--- src/hw/rtl/lz4d_pkg.sv ---
// Package: shared types and constants for the LZ4 block decompressor.
`timescale 1ns / 1ps
`default_nettype none
package lz4d_pkg;
  localparam int unsigned WindowBytes = 65536;
  localparam int unsigned MinMatch = 4;
  localparam int unsigned MlBits = 4;
  localparam logic [3:0] NibMax = 4'hF;
  localparam logic [7:0] ExtMore = 8'hFF;

  localparam logic [3:0] ERR_OK = 4'd0;
  localparam logic [3:0] ERR_LITLEN = 4'd1;
  localparam logic [3:0] ERR_LITOVR = 4'd2;
  localparam logic [3:0] ERR_ZEROOFF = 4'd3;
  localparam logic [3:0] ERR_MLTRUNC = 4'd4;
  localparam logic [3:0] ERR_OFFSTART = 4'd5;
  localparam logic [3:0] ERR_OVERFLOW = 4'd6;
  localparam logic [3:0] ERR_OFFTRUNC = 4'd7;
  localparam logic [3:0] ERR_DURMATCH = 4'd8;

  typedef struct packed {
    logic       kind;
    logic [7:0] data_byte;
    logic       last;
  } in_item_t;

  typedef struct packed {
    logic        byte_valid;
    logic [7:0]  out_byte;
    logic        match_pending;
    logic        done_res;
    logic [3:0]  error_code;
    logic [31:0] decoded_length;
  } out_item_t;

  // Work command from the parser to the execution stage.
  typedef struct packed {
    logic        emit;       // produce a result
    logic        from_hist;  // byte comes from history
    logic [7:0]  lit_byte;
    logic [15:0] src_addr;
    logic [15:0] wr_addr;
    logic        byte_valid;
    logic        match_pending;
    logic        done_res;
    logic [3:0]  error_code;
    logic [31:0] decoded_length;
  } cmd_t;
endpackage
`default_nettype wire

--- src/hw/rtl/lz4d_front.sv ---
// Front end: parses tokens and lengths, issues at most one command per transaction.
`timescale 1ns / 1ps
`default_nettype none
module lz4d_front
  import lz4d_pkg::*;
#(
  parameter int unsigned WINDOW_BYTES = WindowBytes
) (
  input  wire logic        clk,
  input  wire logic        rst,
  input  wire logic [31:0] max_output_size,
  input  wire logic        in_valid,
  output logic             in_ready,
  input  wire in_item_t    in_item,
  output logic             cmd_valid,
  input  wire logic        cmd_ready,
  output cmd_t             cmd
);
  localparam int unsigned AW = $clog2(WINDOW_BYTES);

  typedef enum logic [6:0] {
    PH_TOKEN  = 7'b0000001,
    PH_LITEXT = 7'b0000010,
    PH_LIT    = 7'b0000100,
    PH_OFFLO  = 7'b0001000,
    PH_OFFHI  = 7'b0010000,
    PH_MLEXT  = 7'b0100000,
    PH_MATCH  = 7'b1000000
  } phase_t;

  phase_t      phase, phase_next;
  logic [3:0]  match_nibble, match_nibble_next;
  logic [31:0] remaining, remaining_next;
  logic [15:0] offset_value, offset_value_next;
  logic [31:0] produced, produced_next;
  logic        seen_last, seen_last_next;
  logic        discarding, discarding_next;
  cmd_t        c;

  // Length guards and saturating sums, evaluated per transaction.
  logic [32:0] lit_sum, ml_sum;
  logic [31:0] rem_in, sat_rem, sat_rem4;
  logic        end_blk, fail;
  logic [3:0]  fcode;
  logic        ext_more;

  function automatic logic [31:0] sat_add(input logic [31:0] a, input logic [31:0] b);
    logic [32:0] s;
    s = {1'b0, a} + {1'b0, b};
    return s[32] ? 32'hFFFF_FFFF : s[31:0];
  endfunction

  assign in_ready = !cmd_valid || cmd_ready;
  wire fire = in_valid && in_ready;
  wire k = in_item.kind;
  wire [7:0] b = in_item.data_byte;
  wire lst = in_item.last;

  always_comb begin
    phase_next = phase;
    match_nibble_next = match_nibble;
    remaining_next = remaining;
    offset_value_next = offset_value;
    produced_next = produced;
    seen_last_next = seen_last;
    discarding_next = discarding;
    end_blk = 1'b0;
    fail = 1'b0;
    fcode = ERR_OK;
    ext_more = (b == ExtMore);
    rem_in = remaining;
    sat_rem = 32'd0;
    sat_rem4 = 32'd0;
    lit_sum = 33'd0;
    ml_sum = 33'd0;
    c = '0;
    if (discarding) begin
      if (!k && lst) discarding_next = 1'b0;
    end else if (k) begin
      if (phase == PH_MATCH) begin
        c.emit = 1'b1;
        c.from_hist = 1'b1;
        c.src_addr = AW'(produced - 32'(offset_value));
        c.wr_addr = AW'(produced);
        c.byte_valid = 1'b1;
        produced_next = produced + 32'd1;
        remaining_next = remaining - 32'd1;
        if (remaining_next != 32'd0) c.match_pending = 1'b1;
        else if (seen_last) end_blk = 1'b1;
        else phase_next = PH_TOKEN;
        c.decoded_length = produced_next;
      end
    end else begin
      case (phase)
        PH_TOKEN, PH_LITEXT: begin
          if (phase == PH_TOKEN) begin
            match_nibble_next = b[3:0];
            sat_rem = {28'd0, b[7:4]};
            ext_more = (b[7:4] == NibMax);
          end else begin
            sat_rem = sat_add(remaining, {24'd0, b});
          end
          remaining_next = sat_rem;
          if (ext_more) begin
            if (lst) begin fail = 1'b1; fcode = ERR_LITLEN; end
            else phase_next = PH_LITEXT;
          end else begin
            lit_sum = {1'b0, produced} + {1'b0, sat_rem};
            if (lit_sum > {1'b0, max_output_size}) begin
              fail = 1'b1; fcode = ERR_LITOVR;
            end else if (sat_rem != 32'd0) begin
              if (lst) begin fail = 1'b1; fcode = ERR_LITOVR; end
              else phase_next = PH_LIT;
            end else if (lst) end_blk = 1'b1;
            else phase_next = PH_OFFLO;
          end
        end
        PH_LIT: begin
          remaining_next = remaining - 32'd1;
          if (remaining_next != 32'd0 && lst) begin
            fail = 1'b1; fcode = ERR_LITOVR;
          end else begin
            c.emit = 1'b1;
            c.lit_byte = b;
            c.wr_addr = AW'(produced);
            c.byte_valid = 1'b1;
            produced_next = produced + 32'd1;
            c.decoded_length = produced_next;
            if (remaining_next == 32'd0) begin
              if (lst) end_blk = 1'b1;
              else phase_next = PH_OFFLO;
            end
          end
        end
        PH_OFFLO: begin
          if (lst) begin fail = 1'b1; fcode = ERR_OFFTRUNC; end
          else begin
            offset_value_next = {8'd0, b};
            phase_next = PH_OFFHI;
          end
        end
        PH_OFFHI, PH_MLEXT: begin
          if (phase == PH_OFFHI) begin
            offset_value_next = {b, offset_value[7:0]};
            rem_in = {28'd0, match_nibble};
            ext_more = (match_nibble == NibMax);
          end else begin
            rem_in = sat_add(remaining, {24'd0, b});
          end
          remaining_next = rem_in;
          if (phase == PH_OFFHI && offset_value_next == 16'd0) begin
            fail = 1'b1; fcode = ERR_ZEROOFF;
          end else if (ext_more) begin
            if (lst) begin fail = 1'b1; fcode = ERR_MLTRUNC; end
            else phase_next = PH_MLEXT;
          end else begin
            sat_rem4 = sat_add(rem_in, 32'(MinMatch));
            remaining_next = sat_rem4;
            ml_sum = {1'b0, produced} + {1'b0, sat_rem4};
            if (32'(offset_value_next) > produced) begin
              fail = 1'b1; fcode = ERR_OFFSTART;
            end else if (ml_sum > {1'b0, max_output_size}) begin
              fail = 1'b1; fcode = ERR_OVERFLOW;
            end else begin
              phase_next = PH_MATCH;
              seen_last_next = lst;
            end
          end
        end
        PH_MATCH: begin fail = 1'b1; fcode = ERR_DURMATCH; end
        default: phase_next = PH_TOKEN;
      endcase
    end
    if (end_blk) begin
      c.emit = 1'b1;
      c.done_res = 1'b1;
      c.match_pending = 1'b0;
      c.decoded_length = produced_next;
    end
    if (fail) begin
      c = '0;
      c.emit = 1'b1;
      c.done_res = 1'b1;
      c.error_code = fcode;
      c.decoded_length = produced;
      discarding_next = !lst;
    end
    if (end_blk || fail) begin
      phase_next = PH_TOKEN;
      remaining_next = '0;
      offset_value_next = '0;
      match_nibble_next = '0;
      produced_next = '0;
      seen_last_next = 1'b0;
    end
  end

  always_ff @(posedge clk) begin
    if (rst) begin
      phase <= PH_TOKEN;
      match_nibble <= '0;
      remaining <= '0;
      offset_value <= '0;
      produced <= '0;
      seen_last <= 1'b0;
      discarding <= 1'b0;
      cmd_valid <= 1'b0;
    end else begin
      if (fire && c.emit) cmd_valid <= 1'b1;
      else if (cmd_ready) cmd_valid <= 1'b0;
      if (fire) begin
        phase <= phase_next;
        match_nibble <= match_nibble_next;
        remaining <= remaining_next;
        offset_value <= offset_value_next;
        produced <= produced_next;
        seen_last <= seen_last_next;
        discarding <= discarding_next;
      end
    end
  end

  always_ff @(posedge clk) begin
    if (fire && c.emit) cmd <= c;
  end
endmodule
`default_nettype wire

--- config.mk ---
export PLATFORM = sky130hd
export DESIGN_NAME = lz4d_front
export DESIGN_NICKNAME = d
export VERILOG_FILES = /design/src/hw/rtl/lz4d_pkg.sv /design/src/hw/rtl/lz4d_front.sv
export SDC_FILE = /design/constraint.sdc
export NUM_CORES = 1
export LEC_CHECK = 0
export BUFFER_PORTS_ARGS = -buffer_cell sky130_fd_sc_hd__buf_4
export CAP_MARGIN = 20
export CORE_ASPECT_RATIO = 0.6
export CORE_UTILIZATION = 23
export DETAILED_ROUTE_END_ITERATION = 6
export GPL_TIMING_DRIVEN = 0
export PLACE_DENSITY_LB_ADDON = 0.08
export SETUP_SLACK_MARGIN = 0.1
export SYNTH_ARGS = -nofsm -noshare
export SYNTH_HDL_FRONTEND = slang
export SYNTH_SLANG_ARGS = --single-unit
--- constraint.sdc ---
create_clock -name clk -period 26.5 [get_ports clk]
set_input_delay 2.65 -clock clk [delete_from_list [all_inputs] [get_ports clk]]
set_output_delay 2.65 -clock clk [all_outputs]
set_load 0.02 [all_outputs]
==> reports/summary.log, run 1 <==
[run_status] status finished clean
[yosys] proportion of synthesized chip area in sequential cells 22.05%
[finish] final net count 2990
[grt] initial antenna violation count 2
[clock_tree] clock buffers created by TritonCTS 17
[drt] uppermost metal layer occupied by signal nets met5
[power] leakage power summed over all cells 8.776 nW
[worst_setup_path] capturing element type of the critical path flip-flop
[yosys] count of distinct cell types in the synthesized netlist 97
[worst_setup_path] largest fanout on the critical path 10
[clock_tree] clock transition at the registers of the reported paths 80 ps
[finish] share of final-layout standard cells stronger than drive strength 1 9.615%
[worst_setup_path] WP data arrival 17850 ps
[grt] total routing resource utilization after global routing 25.70%
[drt] drt first-iter violations 2875
[die] Die Width 378.5 um
[drt] post-route DRC violation count 0
[yosys] Top FF cell, synth sky130_fd_sc_hd__dfxtp_1
[clock_tree] count of instances resized after the clock tree is built 0
[drt] detailed-route via count 22450
[yosys] top cell type by total area after synthesis sky130_fd_sc_hd__edfxtp_1
[yosys] adder-cell share of the synthesized area 11.67%
[die] Boundary Pins 129
[placement] final weighted congestion in routability-driven placement 1.010
[timing] setup repair after global routing missed its margin false
[timing] post-layout min period 17450 ps
[grt] wire length of the first global-routing pass 158200 um
[drt] TritonRoute pass-1 iters 6
[yosys] portion of netlist area occupied by mux cells 1.055%
[drt] wire length per cell 29.12 um
[timing] Max Slew Vio Count 0
[die] die outline area 86260 um2
[die] std cell rows 82
[yosys] combinational family with the most area after synthesis simple AND/OR/NAND/NOR gates
[power] worst vdd ir 0.00004558 V
[worst_setup_path] Critical Path Slowest Stage Cell sky130_fd_sc_hd__nor2_1
[yosys] Avg Inst Size Synth 7.492 um2
[hold_path] type of the most critical hold path reg -> reg
[yosys] xor/xnor share of the synthesized area 5.776%
[yosys] synthesized flop and latch total 175
[placement] Detail Placement HPWL 95030 um
[finish] commonest non-fill, non-tap cells in the layout 306 x sky130_fd_sc_hd__nor2_1, 191 x sky130_fd_sc_hd__a21oi_1, 187 x sky130_fd_sc_hd__nand2_1, 187 x sky130_fd_sc_hd__o21ai_0, 176 x sky130_fd_sc_hd__ha_1
[yosys] synthesized-area fraction occupied by ao, oa, aoi and oai cells 26.93%
[power] switching power as a share of total power 47.89%
[die] Initial Util 23.34%
[timing] worst slew margin relative to its limit 8.003%
[clock_tree] cts-stage hold buffer count 0
[grt] largest net degree at the start of global routing 55
[worst_setup_path] Worst Path Required 26900 ps
[timing] setup clock skew after layout 27.26 ps
[drt] total length of routed met2 wires 39390 um
[placement] quantity of I/O buffers inserted on ports 128
[finish] Synth-to-Final Area Change 15.58%
[die] placeable core area 83820 um2
[timing] final setup vio count 0
[power] P_sw 566.2 uW
[finish] leading cell type in the layout, fill and taps excluded sky130_fd_sc_hd__nor2_1
[timing] Fmax 57.32 MHz
[worst_setup_path] startpoint type of the worst setup path input port
[clock_tree] clock tree from TritonCTS yes
[drt] residual antenna-violating net count after detailed routing 0
[flow_run] number of max-cap violations 0
[drt] vias per cell 5.738
[clock_tree] Max clock buf depth 2
[yosys] Synth Area in Simple Gates 27.20%
[clock_tree] # Post-CTS Setup Buffers 0
[power] clock network power share 23.0%
[yosys] netlist area before placement 19560 um2
[power] ratio of total power to cell area 52.29 nW/um2
[power] share of total power in sequential cells 27.2%
[timing] summed negative setup slack over all endpoints 0 ps
[placement] area post-placement 22000 um2
[yosys] synthesized net count 2837
[yosys] share of synthesized flip-flops with an asynchronous set or reset 0%
[timing] ratio of final minimum period to clock period 65.83%
[power] part of the power in combinational logic 49.8%
[yosys] number of flops mapped to enable cells by yosys 81
[drt] Met1 Routed Length 60050 um
[drt] routed wl met3 13350 um
[clock_tree] count of clock tree sinks 175
[clock_tree] clock root buffer sky130_fd_sc_hd__clkbuf_16
[yosys] share of Yosys cell area claimed by the top area cell type 12.43%
[die] height of the die 227.9 um
[power] Internal Pwr Total 616.2 uW
[worst_setup_path] Max stage delay on crit path 760 ps
[grt] total congestion overflow after global routing 0
[power] Total Power Consumption 1.182 mW
[yosys] Synth area leaders sky130_fd_sc_hd__edfxtp_1 12%, sky130_fd_sc_hd__ha_1 11%, sky130_fd_sc_hd__dfxtp_1 9.6%
[timing] Hold Violations, Final 0
[clock_tree] CTS H-Tree Depth 4
[yosys] YS warnings 0
[grt] vias in the first global route 20460
[clock_tree] clock insertion delay at the later pin of the skew report 490 ps
[timing] Worst-Margin Slew 1380 ps
[drt] total detailed-routing wirelength 113900 um
[yosys] post-synthesis instance total 2611
[finish] cell area after layout 22610 um2
[worst_setup_path] Setup Crit Path Kind in -> reg
## layout make-up
type / count / area (um2)
Antenna cell: 1 / 2.502
Multi-Input combinational cell: 2171 / 14210
Buffer: 142 / 579.3
Inverter: 123 / 464.2
Sequential cell: 175 / 4314
Clock buffer: 17 / 425.4
Fill cell: 9330 / 61210
Clock inverter: 15 / 171.4
Tap cell: 1134 / 1419
Timing Repair Buffer: 134 / 1021
## per-layer routing
metal | GRT usage, % | up-vias
li1 | - | 10100
met1 | 43.04 | 11040
met2 | 30.44 | 1238
met3 | 7.886 | 60
met4 | 3.454 | 4
met5 | 0.4440 | -
## power groups by stage
stage | combinational [mW] | clock (mW) | sequential [mW]
finish | 0.589 | 0.272 | 0.321
global route | 0.623 | 0.285 | 0.323
CTS | 0.567 | 0.277 | 0.321
detailed placement | 0.564 | 0 | 0.327
global placement | 0.562 | 0 | 0.328
floorplan | 0.329 | 0 | 0.332
## cells in the mapped netlist, drive strengths merged, types with 14 or more instances
cell	n
a211oi	29
or4	16
nand3	107
or3	48
edfxtp	81
ha	176
buf	33
a21oi	193
o21ai	191
o211ai	34
a31o	14
a21o	28
or2	23
a31oi	34
o22ai	24
nand4	45
inv	123
nor2b	23
xor2	43
nand2b	26
nor4b	16
and3	50
dfxtp	94
a32o	14
and2	29
nor3	100
o31ai	15
nand2	187
a2bb2oi	30
nor2	306
clkbuf	109
xnor2	86
a22o	14
nor4	40
mux2i	15
a21boi	14
o21a	15
## worst paths after layout
path / startpoint / cells past startpoint / slack, ps / end
setup / recovery: in_item[1] / 47 / 9050 / remaining[22]
hold / removal: offset_value[12] / 1 / 490 / offset_value[12]
setup reg to reg: remaining[0] / 46 / 11030 / remaining[22]
hold reg to reg: offset_value[12] / 1 / 490 / offset_value[12]
## critical path: cells and delay by family
kind / cells / cell delay [ps]
adder cells (fa/ha/maj): 5 / 1550
buffers and inverters: 8 / 2830
XOR/XNOR: 1 / 190
AO/OA/AOI/OAI: 24 / 8060
AND/OR/NAND/NOR: 9 / 2540
## kinds of logic (layout without fill, tap and decap cells)
kind of cell | count (synthesis) | count (layout)
AND/OR/NAND/NOR | 1054 | 1054
AO/OA/AOI/OAI | 788 | 788
buffers and inverters | 265 | 431
adder cells (fa/ha/maj) | 180 | 180
flip-flops | 175 | 175
XOR/XNOR | 129 | 129
multiplexers | 20 | 20
other | 0 | 1
## metrics by stage
| stage | worst slack, ps | util (%) | std cells | hold WS [ps] |
|---|---|---|---|---|
| floorplan | 13010 | - | 2611 | 461.0 |
| CTS | 9327 | 26.95 | 3909 | 495.4 |
| detailed placement | 8806 | 26.24 | 3877 | 475.1 |
| global route | 8290 | 26.97 | 3911 | 506.7 |
| global placement | 7732 | 26.18 | 3873 | 469.3 |
| finish | 9054 | 26.97 | 3912 | 494.1 |
## state kept, by name, indices dropped and copies added (netlist names)
signal	cells
discarding	1
cmd_valid	1
offset_value	16
produced	32
seen_last	1
phase	7
cmd	81
match_nibble	4
remaining	32
Note: power is estimated with default switching activity, not from simulation.
==> run 2, diff against run 1 <==
- clock period: 26.5 -> 14.4 ns (I/O delays scaled with it)
==> run 2 against run 1 <==
Compared with the run above: hold slack improved by 0.60 ps; non-clock buffer count up 7; sequential share of layout area down 0.12 points.
==> reports/summary.log, run 2 (synthesis results as in run 1) <==
[worst_setup_path] Worst Path Required 14730 ps
[power] Internal Pwr Total 1.144 mW
[timing] ratio of final minimum period to clock period 94.85%
[drt] TritonRoute pass-1 iters 5
[hold_path] type of the most critical hold path reg -> reg
[grt] total routing resource utilization after global routing 25.71%
[flow_run] number of max-cap violations 0
[finish] largest registers cmd x81, produced x32, remaining x32
[power] switching power as a share of total power 47.76%
[grt] global-route track usage on met3 7.758%
[clock_tree] cts-stage hold buffer count 0
[power] P_sw 1.046 mW
[timing] worst slew margin relative to its limit 14.20%
[worst_setup_path] number of cells on the worst reg-to-reg path 41
[finish] area occupied by multi-input gates 14290 um2
[drt] vias per cell 5.773
[die] die outline area 86260 um2
[finish] flip-flop count of the largest register, all copies and words added 81
[die] Initial Util 23.34%
[clock_tree] clock transition at the registers of the reported paths 90 ps
[finish] largest register by flop count cmd
[worst_setup_path] capturing element type of the critical path flip-flop
[clock_tree] clock buffers created by TritonCTS 17
[finish] Synth-to-Final Area Change 16.34%
[timing] setup clock skew after layout 24.55 ps
[placement] quantity of I/O buffers inserted on ports 128
[clock_tree] clock root buffer sky130_fd_sc_hd__clkbuf_16
[worst_setup_path] Reg2Reg Launch Point phase[3]
[run_status] status finished clean
[die] height of the die 227.9 um
[worst_setup_path] capture instance of the worst register-to-register path remaining[14]
[worst_setup_path] most frequent cell on the critical path sky130_fd_sc_hd__ha_1
[die] Die Width 378.5 um
[power] part of the power in combinational logic 50.2%
[grt] most congested layer reported by global routing met1
[finish] leading cell type in the layout, fill and taps excluded sky130_fd_sc_hd__nor2_1
[worst_setup_path] WP data arrival 13990 ps
[power] share of total power in sequential cells 27.0%
[drt] wire length per cell 29.14 um
[worst_setup_path] Critical Path Slowest Stage Cell sky130_fd_sc_hd__nor3_1
[drt] residual antenna-violating net count after detailed routing 0
[finish] Final Util 27.15%
[grt] initial antenna violation count 2
[timing] Worst-Margin Slew 1287 ps
[timing] final setup vio count 0
[clock_tree] Max clock buf depth 2
[grt] met2 usage 30.46%
[worst_setup_path] Max stage delay on crit path 790 ps
[die] Boundary Pins 129
[power] leakage power summed over all cells 8.851 nW
[finish] share of final-layout standard cells stronger than drive strength 1 10.60%
[worst_setup_path] end point of the critical path remaining[14]
[drt] post-route DRC violation count 0
[power] ratio of total power to cell area 96.23 nW/um2
[timing] Fmax 73.21 MHz
[die] std cell rows 82
[clock_tree] CTS H-Tree Depth 4
[grt] total congestion overflow after global routing 0
[drt] total detailed-routing wirelength 114200 um
[drt] drt first-iter violations 2978
[clock_tree] count of clock tree sinks 175
[timing] setup repair after global routing missed its margin false
[grt] wire length of the first global-routing pass 158300 um
[placement] final weighted congestion in routability-driven placement 1.010
[timing] minimum hold slack 494.7 ps
[worst_setup_path] Setup Crit Path Kind in -> reg
[finish] register cell area after layout 4314 um2
[timing] post-layout min period 13660 ps
[finish] fillcell total 9312
[power] clock network power share 22.7%
[timing] Hold Violations, Final 0
[power] worst vdd ir 0.00008343 V
[timing] Max Slew Vio Count 0
[grt] largest net degree at the start of global routing 55
[grt] met1 global-route usage 43.14%
[worst_setup_path] startpoint type of the worst setup path input port
[clock_tree] clock insertion delay at the later pin of the skew report 490 ps
[placement] Detail Placement HPWL 95030 um
[grt] vias in the first global route 20460
[finish] final net count 2997
[drt] detailed-route via count 22620
[finish] commonest non-fill, non-tap cells in the layout 304 x sky130_fd_sc_hd__nor2_1, 191 x sky130_fd_sc_hd__a21oi_1, 187 x sky130_fd_sc_hd__o21ai_0
[worst_setup_path] largest fanout on the critical path 10
[die] placeable core area 83820 um2
[clock_tree] clock tree from TritonCTS yes
[timing] summed negative setup slack over all endpoints 0 ps
[worst_setup_path] setup slack of the worst register-to-register path 1190 ps
[worst_setup_path] Crit. Startpoint in_item[6]
## run 2: cell count changes in the layout (fill, tap and decap cells not counted), sizes merged
cell and change:
buf +7
## run 2: area by class of cell
class	count	area share (%)
clock inverters	15	0.7532
inverters	123	2.040
clock buffers	17	1.869
flip-flops and latches	175	18.96
repair buffers	141	4.717
plain buffers	142	2.611
well taps	1134	6.235
multi-input cells	2171	62.81
diodes	1	0.01100
## run 2: timing repair
item	4_1_cts	5_1_grt
hold endpoints to repair	0	0
gates resized for setup	10	22
pin swaps	1	1
setup buffers	5	2
endpoints found under the setup margin	214	208
## run 2: metrics by stage
step | area, um2 | std cells | worst slack, ps | power [mW]
CTS | 22660 | 3914 | 124.5 | 2.150
global placement | 21940 | 3873 | -3158 | 1.637
detailed placement | 22000 | 3877 | -2084 | 1.640
finish | 22760 | 3919 | 741.5 | 2.190
global route | 22760 | 3918 | 181.3 | 2.280
floorplan | 19560 | 2611 | 2123 | 1.216
## run 2: worst min-delay path by stage
stage	startpoint	to	cells after the start	slack (ps)
floorplan	offset_value[10]	offset_value[10]	1	460
global placement	offset_value[14]	offset_value[14]	1	470
detailed placement	offset_value[12]	offset_value[12]	1	480
CTS	offset_value[12]	offset_value[12]	1	500
global route	offset_value[10]	offset_value[10]	1	510
finish	offset_value[12]	offset_value[12]	1	490
## run 2: power by group through the flow
stage | Sequential (mW) | Combinational, mW | Clock [mW]
floorplan | 0.611 | 0.605 | 0
global placement | 0.604 | 1.03 | 0
detailed placement | 0.602 | 1.04 | 0
CTS | 0.591 | 1.05 | 0.509
global route | 0.595 | 1.16 | 0.524
finish | 0.592 | 1.10 | 0.498
## run 2: worst max-delay path, delay by kind of cell
kind                       cells  cell delay, ps
and+or+nand+nor               10            3070
buffers and inverters          9            2190
xor gates and xnor gates       1             190
adders and majority gates      4            1050
AOI/OAI and AO/OA             23            5980
## run 2: layer usage
layer | vias to the layer above | part of all wire [%]
met4 | 4 | 1.0
li1 | 10120 | -
met3 | 71 | 11
met2 | 1207 | 35
met1 | 11220 | 53
met5 | - | 0.059
